==> src/rtl/core/bsc_pkg.sv <==
// Package for the broadcast suppression cache core.
// Holds the command and status codes, entry record and cell control types.
// Used by bsc_cell and broadcast_suppression_cache_core.
package bsc_pkg;

  localparam int ENTRIES = 16;
  localparam int SLOT_W  = $clog2(ENTRIES);
  localparam int CNT_W   = $clog2(ENTRIES + 1);

  typedef enum logic [1:0] {
    CMD_RECEIVE   = 2'd0,
    CMD_ORIGINATE = 2'd1,
    CMD_TICK      = 2'd2,
    CMD_EXPIRE    = 2'd3
  } cmd_t;

  typedef enum logic [3:0] {
    ST_NEW       = 4'd0,
    ST_DUP_ORIG  = 4'd1,
    ST_OVERHEARD = 4'd2,
    ST_DECIDED   = 4'd3,
    ST_FULL      = 4'd4,
    ST_ORIGINATE = 4'd5,
    ST_DECISION  = 4'd6,
    ST_TICK_DONE = 4'd7,
    ST_EXPIRED   = 4'd8
  } status_t;

  typedef enum logic [1:0] {
    REG_LIFETIME  = 2'd0,
    REG_THRESHOLD = 2'd1,
    REG_MAX_READY = 2'd2
  } reg_idx_t;

  typedef enum logic [2:0] {
    S_IDLE,
    S_SCAN,
    S_RESULT,
    S_DECIDE,
    S_DONE
  } state_t;

  typedef struct packed {
    logic        valid;
    logic [15:0] source;
    logic [15:0] sequence_no;
    logic [31:0] touched;
    logic [31:0] deadline;
    logic [7:0]  overheard;
    logic        decided;
    logic        transmit;
    logic        local_dest;
  } entry_t;

  // write into one cell: slot selects it, op says what to do
  typedef enum logic [2:0] {
    OP_NONE,
    OP_TOUCH,
    OP_COUNT,
    OP_ALLOC,
    OP_DECIDE,
    OP_KILL
  } op_t;

  typedef struct packed {
    op_t         op;
    logic [SLOT_W-1:0] slot;
    entry_t      data;
  } cell_wr_t;

endpackage

==> src/rtl/core/bsc_cell.sv <==
// One cache cell of the broadcast suppression cache.
// Holds one entry and hands it down the rotating ring each scan cycle.
// Depends on bsc_pkg.
module bsc_cell (
  input  logic                clk,
  input  logic                rst,
  input  logic                shift,
  input  bsc_pkg::entry_t     prev_entry,
  input  logic                wr_en,
  input  bsc_pkg::entry_t     wr_data,
  output bsc_pkg::entry_t     entry
);

  bsc_pkg::entry_t entry_next;

  always_comb begin
    entry_next = entry;
    if (shift) begin
      entry_next = prev_entry;
    end else if (wr_en) begin
      entry_next = wr_data;
    end
  end

  always_ff @(posedge clk) begin
    if (rst) begin
      entry.valid <= 1'b0;
    end else begin
      entry.valid <= entry_next.valid;
    end
    entry.source      <= entry_next.source;
    entry.sequence_no <= entry_next.sequence_no;
    entry.touched     <= entry_next.touched;
    entry.deadline    <= entry_next.deadline;
    entry.overheard   <= entry_next.overheard;
    entry.decided     <= entry_next.decided;
    entry.transmit    <= entry_next.transmit;
    entry.local_dest  <= entry_next.local_dest;
  end

endmodule

==> src/rtl/core/broadcast_suppression_cache_core.sv <==
// Broadcast suppression cache core: 16 entry duplicate-suppression cache.
// Each command rotates the ring of cells once, examining the entry in
// cell 0 each cycle, and then registers its result. One command at a time.
// Reset clears all valid bits and sets the configuration registers to their
// defaults.
module broadcast_suppression_cache_core (
  input  logic        clk,
  input  logic        rst,
  input  logic        in_valid,
  output logic        in_stall,
  input  logic [1:0]  cmd,
  input  logic [15:0] id_source,
  input  logic [15:0] id_sequence,
  input  logic [15:0] prev_hop,
  input  logic        local_destination,
  input  logic [31:0] backoff_deadline,
  input  logic [31:0] now_ms,
  input  logic        cfg_we,
  input  logic [1:0]  cfg_index,
  input  logic [31:0] cfg_data,
  output logic        out_valid,
  input  logic        out_stall,
  output logic [3:0]  status,
  output logic [3:0]  slot,
  output logic [7:0]  overheard_count,
  output logic [15:0] out_source,
  output logic [15:0] out_sequence,
  output logic        transmit,
  output logic [4:0]  item_count,
  output logic        last
);

  localparam int N  = bsc_pkg::ENTRIES;
  localparam int SW = bsc_pkg::SLOT_W;
  localparam int CW = bsc_pkg::CNT_W;

  logic [31:0] lifetime;
  logic [7:0]  threshold;
  logic [4:0]  max_ready;

  bsc_pkg::state_t state, state_next;

  bsc_pkg::cmd_t c_cmd;
  logic [15:0] c_src, c_seq, c_prev;
  logic        c_local;
  logic [31:0] c_bdl, c_now;

  logic [SW-1:0] pos;
  logic          match_hit, free_hit;
  logic [SW-1:0] match_slot, free_slot;
  logic [CW-1:0] count;
  logic [N-1:0]  ready;

  bsc_pkg::entry_t cells [N];
  bsc_pkg::entry_t wr_data;
  bsc_pkg::entry_t tail_in;
  logic            shift;
  bsc_pkg::cell_wr_t wr;

  // ring: cell i takes from cell i+1, cell N-1 from cell 0
  for (genvar g = 0; g < N; g++) begin : g_cell
    bsc_cell u_cell (
      .clk        (clk),
      .rst        (rst),
      .shift      (shift),
      .prev_entry ((g == N - 1) ? tail_in : cells[(g + 1) % N]),
      .wr_en      (wr.op != bsc_pkg::OP_NONE && wr.slot == SW'(g)),
      .wr_data    (wr.data),
      .entry      (cells[g])
    );
  end

  bsc_pkg::entry_t head;
  logic head_live, head_match, head_ready, limit_ok;
  logic [4:0] limit;
  assign head       = cells[0];
  assign head_live  = head.valid && ((c_now - head.touched) < lifetime);
  assign head_match = head_live && head.source == c_src && head.sequence_no == c_seq;
  assign head_ready = head.valid && !head.decided && !head.local_dest &&
                      (c_now >= head.deadline);
  assign limit      = (max_ready > 5'(N)) ? 5'(N) : max_ready;

  // drop aged entries as they leave the head during a sweep
  always_comb begin
    tail_in = head;
    if (c_cmd == bsc_pkg::CMD_EXPIRE && !head_live) begin
      tail_in.valid = 1'b0;
    end
  end

  logic [SW-1:0] first_ready;
  logic          any_ready;
  always_comb begin
    first_ready = '0;
    any_ready   = 1'b0;
    for (int i = N - 1; i >= 0; i--) begin
      if (ready[i]) begin
        first_ready = SW'(i);
        any_ready   = 1'b1;
      end
    end
  end
  assign limit_ok = 5'(count) < limit;

  always_ff @(posedge clk) begin
    if (rst) begin
      lifetime  <= 32'd30000;
      threshold <= 8'd2;
      max_ready <= 5'd16;
    end else if (cfg_we) begin
      case (bsc_pkg::reg_idx_t'(cfg_index))
        bsc_pkg::REG_LIFETIME:  lifetime  <= cfg_data;
        bsc_pkg::REG_THRESHOLD: threshold <= cfg_data[7:0];
        bsc_pkg::REG_MAX_READY: max_ready <= cfg_data[4:0];
        default: ;
      endcase
    end
  end

  always_ff @(posedge clk) begin
    if (rst) begin
      state <= bsc_pkg::S_IDLE;
    end else begin
      state <= state_next;
    end
  end

  logic in_xfer, out_xfer;
  assign in_stall = (state != bsc_pkg::S_IDLE) || out_valid;
  assign in_xfer  = in_valid && !in_stall;
  assign out_xfer = out_valid && !out_stall;

  // result selection after the scan
  bsc_pkg::entry_t r_ent;
  logic orig;
  assign orig  = c_prev == c_src;
  assign r_ent = cells[match_hit ? match_slot : free_slot];

  always_comb begin
    state_next = state;
    shift      = 1'b0;
    wr         = '{op: bsc_pkg::OP_NONE, slot: '0, data: '0};
    wr_data    = r_ent;
    case (state)
      bsc_pkg::S_IDLE: begin
        if (in_xfer) state_next = bsc_pkg::S_SCAN;
      end
      bsc_pkg::S_SCAN: begin
        shift = 1'b1;
        if (pos == SW'(N - 1)) begin
          state_next = (c_cmd == bsc_pkg::CMD_TICK) ? bsc_pkg::S_DECIDE : bsc_pkg::S_RESULT;
        end
      end
      bsc_pkg::S_RESULT: begin
        if (!out_valid) state_next = bsc_pkg::S_IDLE;
        if (!out_valid) begin
          case (c_cmd)
            bsc_pkg::CMD_RECEIVE: begin
              wr_data.touched = c_now;
              if (match_hit) begin
                wr.slot = match_slot;
                if (!orig && r_ent.overheard != 8'hFF) begin
                  wr_data.overheard = r_ent.overheard + 8'd1;
                end
                wr.op = bsc_pkg::OP_TOUCH;
              end else if (free_hit) begin
                wr.slot = free_slot;
                wr.op   = bsc_pkg::OP_ALLOC;
                wr_data = '{valid: 1'b1, source: c_src, sequence_no: c_seq,
                            touched: c_now, deadline: c_local ? c_now : c_bdl,
                            overheard: orig ? 8'd0 : 8'd1, decided: c_local,
                            transmit: 1'b0, local_dest: c_local};
              end
            end
            bsc_pkg::CMD_ORIGINATE: begin
              if (free_hit) begin
                wr.slot = free_slot;
                wr.op   = bsc_pkg::OP_ALLOC;
                wr_data = '{valid: 1'b1, source: c_src, sequence_no: c_seq,
                            touched: c_now, deadline: c_now, overheard: 8'd0,
                            decided: 1'b1, transmit: 1'b1, local_dest: 1'b0};
              end
            end
            default: ;
          endcase
        end
      end
      bsc_pkg::S_DECIDE: begin
        if (!out_valid) begin
          if (any_ready && limit_ok) begin
            wr.slot = first_ready;
            wr.op   = bsc_pkg::OP_DECIDE;
            wr_data = cells[first_ready];
            wr_data.decided  = 1'b1;
            wr_data.transmit = cells[first_ready].overheard < threshold;
            wr_data.touched  = c_now;
          end else begin
            state_next = bsc_pkg::S_IDLE;
          end
        end
      end
      default: state_next = bsc_pkg::S_IDLE;
    endcase
    wr.data = wr_data;
  end

  always_ff @(posedge clk) begin
    if (in_xfer) begin
      c_cmd   <= bsc_pkg::cmd_t'(cmd);
      c_src   <= id_source;
      c_seq   <= id_sequence;
      c_prev  <= prev_hop;
      c_local <= local_destination;
      c_bdl   <= backoff_deadline;
      c_now   <= now_ms;
    end
  end

  // scan bookkeeping; pos is the original slot of the entry at the head
  always_ff @(posedge clk) begin
    if (in_xfer) begin
      pos       <= '0;
      match_hit <= 1'b0;
      free_hit  <= 1'b0;
      count     <= '0;
      ready     <= '0;
    end else if (state == bsc_pkg::S_SCAN) begin
      pos <= pos + SW'(1);
      if (head_match && !match_hit) begin
        match_hit  <= 1'b1;
        match_slot <= pos;
      end
      if (!head_live && !free_hit) begin
        free_hit  <= 1'b1;
        free_slot <= pos;
      end
      ready[pos] <= head_ready;
      if (c_cmd == bsc_pkg::CMD_EXPIRE && head.valid && !head_live) begin
        count <= count + CW'(1);
      end
    end else if (state == bsc_pkg::S_DECIDE && !out_valid && any_ready && limit_ok) begin
      ready[first_ready] <= 1'b0;
      count <= count + CW'(1);
    end
  end

  // output register
  always_ff @(posedge clk) begin
    if (rst) begin
      out_valid <= 1'b0;
    end else if (out_xfer) begin
      out_valid <= 1'b0;
    end else if (!out_valid && (state == bsc_pkg::S_RESULT ||
                 state == bsc_pkg::S_DECIDE)) begin
      out_valid <= 1'b1;
    end
  end

  always_ff @(posedge clk) begin
    if (!out_valid) begin
      status          <= 4'(bsc_pkg::ST_TICK_DONE);
      slot            <= '0;
      overheard_count <= '0;
      out_source      <= c_src;
      out_sequence    <= c_seq;
      transmit        <= 1'b0;
      item_count      <= '0;
      last            <= 1'b1;
      if (state == bsc_pkg::S_DECIDE) begin
        out_source   <= '0;
        out_sequence <= '0;
        if (any_ready && limit_ok) begin
          status          <= 4'(bsc_pkg::ST_DECISION);
          slot            <= 4'(first_ready);
          overheard_count <= cells[first_ready].overheard;
          out_source      <= cells[first_ready].source;
          out_sequence    <= cells[first_ready].sequence_no;
          transmit        <= cells[first_ready].overheard < threshold;
          last            <= 1'b0;
        end else begin
          item_count <= 5'(count);
        end
      end else begin
        case (c_cmd)
          bsc_pkg::CMD_RECEIVE: begin
            if (match_hit) begin
              slot <= 4'(match_slot);
              if (orig) begin
                status          <= 4'(bsc_pkg::ST_DUP_ORIG);
                overheard_count <= r_ent.overheard;
              end else begin
                status <= r_ent.decided ? 4'(bsc_pkg::ST_DECIDED) :
                                          4'(bsc_pkg::ST_OVERHEARD);
                overheard_count <= (r_ent.overheard == 8'hFF) ? 8'hFF :
                                   r_ent.overheard + 8'd1;
              end
            end else if (free_hit) begin
              status          <= 4'(bsc_pkg::ST_NEW);
              slot            <= 4'(free_slot);
              overheard_count <= orig ? 8'd0 : 8'd1;
            end else begin
              status <= 4'(bsc_pkg::ST_FULL);
            end
          end
          bsc_pkg::CMD_ORIGINATE: begin
            if (free_hit) begin
              status <= 4'(bsc_pkg::ST_ORIGINATE);
              slot   <= 4'(free_slot);
            end else begin
              status <= 4'(bsc_pkg::ST_FULL);
            end
          end
          default: begin
            status       <= 4'(bsc_pkg::ST_EXPIRED);
            out_source   <= '0;
            out_sequence <= '0;
            item_count   <= 5'(count);
          end
        endcase
      end
    end
  end

endmodule
==> config.mk <==
export PLATFORM = sky130hd
export DESIGN_NAME = broadcast_suppression_cache_core
export DESIGN_NICKNAME = d
export VERILOG_FILES = /design/src/rtl/core/bsc_pkg.sv /design/src/rtl/core/bsc_cell.sv /design/src/rtl/core/broadcast_suppression_cache_core.sv
export SDC_FILE = /design/constraint.sdc
export NUM_CORES = 2
export LEC_CHECK = 0
export ABC_CLOCK_PERIOD_IN_PS = 13700
export BUFFER_PORTS_ARGS = -buffer_cell sky130_fd_sc_hd__buf_2
export CAP_MARGIN = 30
export CORE_ASPECT_RATIO = 0.6
export CORE_MARGIN = 1
export CORE_UTILIZATION = 30
export DETAILED_ROUTE_END_ITERATION = 7
export GPL_ROUTABILITY_DRIVEN = 1
export PLACE_DENSITY = 0.44
export SYNTH_ARGS = -nofsm -noshare
export SYNTH_HDL_FRONTEND = slang
export SYNTH_SLANG_ARGS = --single-unit
==> constraint.sdc <==
create_clock -name clk -period 13.7 [get_ports clk]
set_input_delay 0 -clock clk [delete_from_list [all_inputs] [get_ports clk]]
set_output_delay 0 -clock clk [all_outputs]
set_load 0.03 [all_outputs]
---- Word-level counts from Yosys, hierarchy flattened ----
Cells that the tools add are included.
Widths: inputs -> output; s select.
cells by class
  $add $sub $neg .......................... 4
  multiply operators ...................... 0
  div/mod/pow operators ................... 0
  magnitude comparators ................... 11
  equal/unequal tests ..................... 35
  shifts and indexed selects .............. 0
  multiplexer cells ....................... 141
  bitwise gates (word level) .............. 5
  reductions and logical operators ........ 83
operators with widths
  cell                number
  $mux 108            41
  $bmux 108 s4        2
  $pmux 108 s2        2
  $mux 16             8
  $mux 97             1
  $mux 4              23
  $mux 8              8
  $eq 16x16->1        3
  $logic_and 1x1->1   37
  $eq 4x4->1 const B  9
  $mux 5              7
  $reduce_bool 2->1   17
  $ge 32x32->1        1
  $lt 32x32->1        1
  $mux 32             1
  $sub 32x32->32      1
  $mux 7              4
  $pmux 7 s2          2
  $mux 1              27
  $mux 3              7
  $and 16x16->16      1
  $bwmux 16           1
  $eq 4x3->1 const B  4
  $not 16->16         1
  other kinds (36)    70
storage, ports and cells
  register bits after elaboration ......... 1982
  latch bits .............................. 0
  memory bits (writable) .................. 0
  ROM bits ................................ 0
  input bits .............................. 154
  output and inout port bits .............. 57
  word-level logic and storage cells ...... 450
  memories ................................ 0

---- Depth between registers and ports, before layout ----
  depth in word-level cells ............... 26
  mapped depth ............................ 22
  mapped depth without buffers ............ 22

---- Modules after synthesis ----
Synthesis repeated with hierarchy kept, for this count alone.
unflattened totals
  cell total of the unflattened synthesis .. 9160
  area total of the unflattened synthesis .. 122185.9 µm²
modules (own cells, without submodules)
  module                            times used  cells an instance  area an instance (µm²)  seq. area each (µm²)
  bsc_cell                          16          232                5069.9                  3233.1
  broadcast_suppression_cache_core  1           5448               41068.1                 6846.6

---- Worst setup path before layout ----
OpenSTA, ideal clock, no wires.
  path kind ............................... flip-flop to flip-flop
  start ................................... register max_ready[4]
  end ..................................... register g_cell[5].u_cell.entry[107] (netlist name)
  setup time .............................. 0.130 ns
  arrival time ............................ 10.845 ns
  required time ........................... 13.570 ns
  slack ................................... 2.725 ns
  cell stages (with the launch flop) ...... 13
  path buffers ............................ 1
  period minus slack after synthesis ...... 10.975 ns
  cells stage by stage .................... dfxtp_1 -> inv_1 -> nand2_1 -> ha_1 -> a21o_1 -> a2111oi_2 -> o21ai_1 -> a2bb2oi_1 -> or3b_2 -> clkbuf_1 -> o21ai_0 -> o2bb2a_1 -> o22ai_1
between the ends
  cells in the longest elaborated chain, start to end .. 10
  elaborated cells between the ends (all ways) .. 16
  those cells by class .................... 2 x order compare; 1 x eq/ne; 9 x mux; 4 x reduce/logical
RTL lines
  item                                             line                                     source
  start, declared                                  broadcast_suppression_cache_core.sv:39   logic [4:0] max_ready;
  start signal, assigned                           broadcast_suppression_cache_core.sv:114  bsc_pkg::REG_MAX_READY: max_ready <= cfg_data[4:0];
  $gt 5x5->1                                       broadcast_suppression_cache_core.sv:81   assign limit = (max_ready > 5'(N)) ? 5'(N) : max_ready;
  $mux 5 (*)                                       broadcast_suppression_cache_core.sv:81
  $lt 5x5->1 (*)                                   broadcast_suppression_cache_core.sv:103  assign limit_ok = 5'(count) < limit;
  $logic_and 1x1->1 (*)                            broadcast_suppression_cache_core.sv:190  if (any_ready && limit_ok) begin
  $mux 7                                           broadcast_suppression_cache_core.sv:190
  $mux 7                                           broadcast_suppression_cache_core.sv:189  if (!out_valid) begin
  $pmux 7 s2                                       broadcast_suppression_cache_core.sv:144  case (state)
  $eq 4x3->1 or $reduce_bool 3->1 (tied branches)  broadcast_suppression_cache_core.sv:67   .wr_en (wr.op != bsc_pkg::OP_NONE && wr.slot == SW'(g)),
  $logic_and 1x1->1                                broadcast_suppression_cache_core.sv:67
  $reduce_bool 2->1 (no source line)               --
  end, declared                                    bsc_cell.sv:11                           output bsc_pkg::entry_t entry
Every way passes the cells marked *; elsewhere a longest branch is shown, timed or not. The select of a mux whose other input is x is not followed.
A chain may end at the register's enable or synchronous reset.

---- Worst setup path in the final report ----
  start ................................... register ready[8]
  end ..................................... register transmit, data pin
between the ends
  cells in the longest elaborated chain, start to end .. 14
  elaborated cells between the ends (all ways) .. 25
  those cells by class .................... 1 x order compare; 21 x mux; 1 x bitwise; 2 x reduce/logical
RTL lines
  item                                          line                                     source
  start, declared                               broadcast_suppression_cache_core.sv:52   logic [N-1:0] ready;
  start signal, assigned by index               broadcast_suppression_cache_core.sv:237  ready[pos] <= head_ready;
  $mux 4 (9 in series)                          broadcast_suppression_cache_core.sv:97   if (ready[i]) begin
  $not 4->5 (implied by the code)               broadcast_suppression_cache_core.sv:278  transmit <= cells[first_ready].overheard < threshold;
  $bmux 108 s4                                  broadcast_suppression_cache_core.sv:278
  $mux 108 (implied by the code) (2 in series)  broadcast_suppression_cache_core.sv:278
  $lt 8x8->1                                    broadcast_suppression_cache_core.sv:278
  end signal, assigned                          broadcast_suppression_cache_core.sv:278
  end, declared                                 broadcast_suppression_cache_core.sv:28   output logic transmit,
Parallel ways exist; a longest one is shown, timed or not. The select of a mux whose other input is x is not followed.

==> results.json <==
{
  "power_leakage_nw": 48.46,
  "fin_setup_tns_ns": 0,
  "worst_vdd_ir_uv": 124.5,
  "path_class": "reg2reg",
  "worstPathArrival_ns": 7.17,
  "postSynthNetCount": 10360,
  "floorplan.core_area_um2": 367100,
  "largest_fanout_on_the_critical_path": 191,
  "cts_inserted_buffers": 216,
  "finalNonFillerCells": 15220,
  "area_growth_syn_to_layout_pct": 14.37,
  "die_width_um": 787.4,
  "yosys-top-cells-count": "sky130_fd_sc_hd__edfxtp_1 (1,874), sky130_fd_sc_hd__nand2_1 (1,773), sky130_fd_sc_hd__a21oi_1 (921)",
  "drv_slew": 96,
  "worst_slew_margin_relative_to_its_limit": -0.05740,
  "detail_route.wirelength_um": 465500,
  "synth_area_in_xor_xnor": 0.006547,
  "via_count": 90610,
  "timing.max_cap.violations": 0,
  "clk-insertion-delay-late_ns": 0.97,
  "final_nets": 10440,
  "outcome": "finished, violations left",
  "power_switching_share": 0.2932,
  "critical_path.endpoint_type": "register",
  "numPlacedInstances": 14480,
  "final_design_area_no_fill_um2": 127000,
  "clk_root_buffer_cell": "sky130_fd_sc_hd__clkbuf_16",
  "dieHeight_um": 473.3,
  "yosys-top-cells-area": "sky130_fd_sc_hd__edfxtp_1 (51%), sky130_fd_sc_hd__mux4_2 (8.6%), sky130_fd_sc_hd__nand2_1 (6.0%)",
  "cp_data_required_time_ns": 14.46,
  "power_density_nw_per_um2": 131.4,
  "slew_at_the_pin_with_the_worst_max_slew_slack_ns": 1.586,
  "regToRegStartpoint": "ready[8]",
  "clk_pin_slew_worst_paths_ns": 0.06,
  "synth-edff-count": 1874,
  "p_seq_frac": 0.467,
  "globalplace.congestion": 0.8655,
  "final.setup_skew_ns": 0.1175,
  "worstHoldPathType": "in2reg",
  "rows": 172,
  "detailed_routing_iterations_pass_1": 6,
  "placed_cell_area_um2": 116800,
  "boundaryPins": 211,
  "synth-simple-area-share": 0.1200,
  "finalSetupViolCount": 0,
  "synthDistinctLibCells": 98,
  "grt_pass1_wl_um": 662100,
  "synthCells": 10090,
  "timing.final.hold_violations": 0,
  "p_int_w": 0.01179,
  "route.detailed.vias_per_inst": 5.953,
  "syn_area_um2": 111000,
  "yosys.area_share.adder": 0.01269,
  "hold_path.startpoint": "id_sequence[4]",
  "route.antenna.remaining_nets": 0,
  "hpwl_um": 265900,
  "startpoint": "ready[8]",
  "worstSetupStartpointType": "register",
  "synth.most_common_cell": "sky130_fd_sc_hd__edfxtp_1",
  "initial_utilization": 0.3025,
  "cts.sinks": 1965,
  "postSynth.asyncResetShare": 0,
  "die_area_um2": 372700,
  "num-fill-cells": 36360,
  "synth.ff_latch_count": 1965,
  "tritoncts": "built",
  "global_route.usage.total": 0.2405,
  "port-buffer-count": 210,
  "first_global_vias": 87180,
  "detail_route.wl_per_cell_um": 30.58,
  "violations": "slew limit",
  "post_cts_resized": 0,
  "globalRouteOverflowTotal": 0,
  "number_of_drc_violations_after_detailed_routing_iteration_0": 12420,
  "finalWorstPathRequiredPeriod_ns": 6.414,
  "synth_largest_type_area_fraction": 0.5068,
  "grt_antenna_before_repair": 36,
  "layout-drive-gt1-share": 0.1389,
  "synth.area.mux_share": 0.1061,
  "route.detailed.drc": 0,
  "p_clk_frac": 0.351,
  "grt_start_max_net_pins": 234,
  "fin_crit_sh": 0.4681,
  "fmax_mhz": 155.9,
  "max-clock-path-buffers": 4,
  "yosys.area.top_type": "sky130_fd_sc_hd__edfxtp_1",
  "synth-compound-area-share": 0.1885,
  "ctsHtreeMaxLevel": 4,
  "p_comb_frac": 0.182,
  "hold_slack_ns": 0.03194,
  "yosysWarningCount": 0,
  "avgSynthCellArea_um2": 11.01,
  "net-switching-power_w": 0.004891,
  "register_area_share_after_synthesis": 0.5232,
  "synth_top_family_by_area": "compound AO/OA/AOI/OAI gates",
  "unrepaired_setup_endpoints_after_global_routing": "false",
  "cts.repair_timing.setup_buffer_count": 0,
  "yosys_most_used_dff": "sky130_fd_sc_hd__edfxtp_1"
}
==> cells in the final DEF, fill, tap and decap left out, types with 88 or more instances in the layout <==
master / n
sky130_fd_sc_hd__o21ai_0: 796
sky130_fd_sc_hd__mux4_2: 424
sky130_fd_sc_hd__edfxtp_1: 1874
sky130_fd_sc_hd__dfxtp_1: 88
sky130_fd_sc_hd__nand2_1: 1767
sky130_fd_sc_hd__o22ai_1: 100
sky130_fd_sc_hd__nor2_1: 130
sky130_fd_sc_hd__buf_2: 209
sky130_fd_sc_hd__a31oi_1: 121
sky130_fd_sc_hd__a21oi_1: 919
sky130_fd_sc_hd__dlygate4sd3_1: 341
sky130_fd_sc_hd__and3_1: 573
sky130_fd_sc_hd__clkbuf_16: 220
sky130_fd_sc_hd__inv_1: 120
sky130_fd_sc_hd__ha_1: 111
sky130_fd_sc_hd__buf_4: 225
sky130_fd_sc_hd__a211oi_1: 454
sky130_fd_sc_hd__mux2i_1: 172
sky130_fd_sc_hd__a21o_1: 618
==> per-layer routing <==
| layer | wire length, µm | share of wire | up-vias | GRT usage |
|---|---|---|---|---|
| li1 | - | - | 38590 | - |
| met1 | 210300 | 0.45 | 46120 | 0.3612 |
| met2 | 196900 | 0.42 | 5161 | 0.3515 |
| met3 | 45310 | 0.097 | 740 | 0.04758 |
| met4 | 13020 | 0.028 | 4 | 0.06281 |
| met5 | 33 | 0.000071 | - | 0 |
==> repair_timing <==
action	CTS	global route
endpoints found under the hold margin	178	0
endpoints found under the setup margin	0	0
hold buffers	341	0
==> critical path, stage by stage, from the launching register on <==
cell                        delay, ns
sky130_fd_sc_hd__dfxtp_1         0.49
sky130_fd_sc_hd__nor2_1          0.10
sky130_fd_sc_hd__a2111o_1        0.47
sky130_fd_sc_hd__o21ai_4         0.21
sky130_fd_sc_hd__buf_4           0.57
sky130_fd_sc_hd__buf_12          0.39
sky130_fd_sc_hd__buf_4           0.42
sky130_fd_sc_hd__buf_16          0.32
sky130_fd_sc_hd__buf_4           0.75
sky130_fd_sc_hd__and3_1          0.26
sky130_fd_sc_hd__a211oi_1        0.05
sky130_fd_sc_hd__o21ai_0         0.27
sky130_fd_sc_hd__o2111a_1        0.34
sky130_fd_sc_hd__ha_1            0.29
sky130_fd_sc_hd__a21oi_1         0.13
sky130_fd_sc_hd__nor2b_1         0.05
sky130_fd_sc_hd__o21ai_0         0.15
sky130_fd_sc_hd__nand3_1         0.11
sky130_fd_sc_hd__nor2_1          0.12
sky130_fd_sc_hd__o2bb2ai_1       0.14
==> state kept, by name (all words and copies together), names as in the netlist, 5 cells and up <==
name,count
ready,16
max_ready,5
c_seq,16
out_source,16
c_src,16
c_now,32
c_bdl,32
lifetime,32
c_prev,16
item_count,5
count,5
out_sequence,16
g_cell.u_cell.entry,1712
overheard_count,8
threshold,8
==> per-stage QoR <==
stage,worst slack [ns],util,total power [W]
final,7.286,0.3459,0.01668
after global routing,7.180,0.3458,0.01730
after CTS,7.490,0.3455,0.01673
after detailed placement,7.521,0.3181,0.01080
after global placement,7.045,0.3165,0.01071
after floorplan,2.725,-,0.009833
==> cells by family after synthesis <==
| kind of cell | count (synthesis) |
|---|---|
| buf+inv | 1068 |
| xor+xnor | 83 |
| mux | 638 |
| flops | 1965 |
| simple gates | 2881 |
| fa+ha+maj | 112 |
| compound gates | 3342 |
==> area by class of cell <==
| cell class | instances | area [µm²] | area share |
|---|---|---|---|
| Timing Repair Buffer | 815 | 6959 | 0.05480 |
| Clock inverter | 106 | 925.9 | 0.007291 |
| Tap cell | 4872 | 6096 | 0.04800 |
| Antenna cell | 14 | 35.03 | 0.0002759 |
| Multi-Input combinational cell | 7056 | 48680 | 0.3833 |
| Sequential cell | 1965 | 58100 | 0.4575 |
| Clock buffer | 270 | 5723 | 0.04506 |
| Inverter | 124 | 479.2 | 0.003773 |
==> worst paths after layout <==
path	to	slack [ns]	depth (start not counted)
max reg2reg	transmit	7.29	19
min	c_seq[4]	0.03	2
min reg2reg	lifetime[17]	0.46	2
max	transmit	7.29	19
==> power groups by stage <==
stage / Sequential (W) / Clock (W) / Combinational, W
floorplan: 0.00783 / 0 / 0.00201
global placement: 0.00789 / 0 / 0.00283
detailed placement: 0.00790 / 0 / 0.00290
CTS: 0.00778 / 0.00597 / 0.00298
global route: 0.00785 / 0.00617 / 0.00328
finish: 0.00779 / 0.00586 / 0.00303
Note: power is estimated with default switching activity, not from simulation.
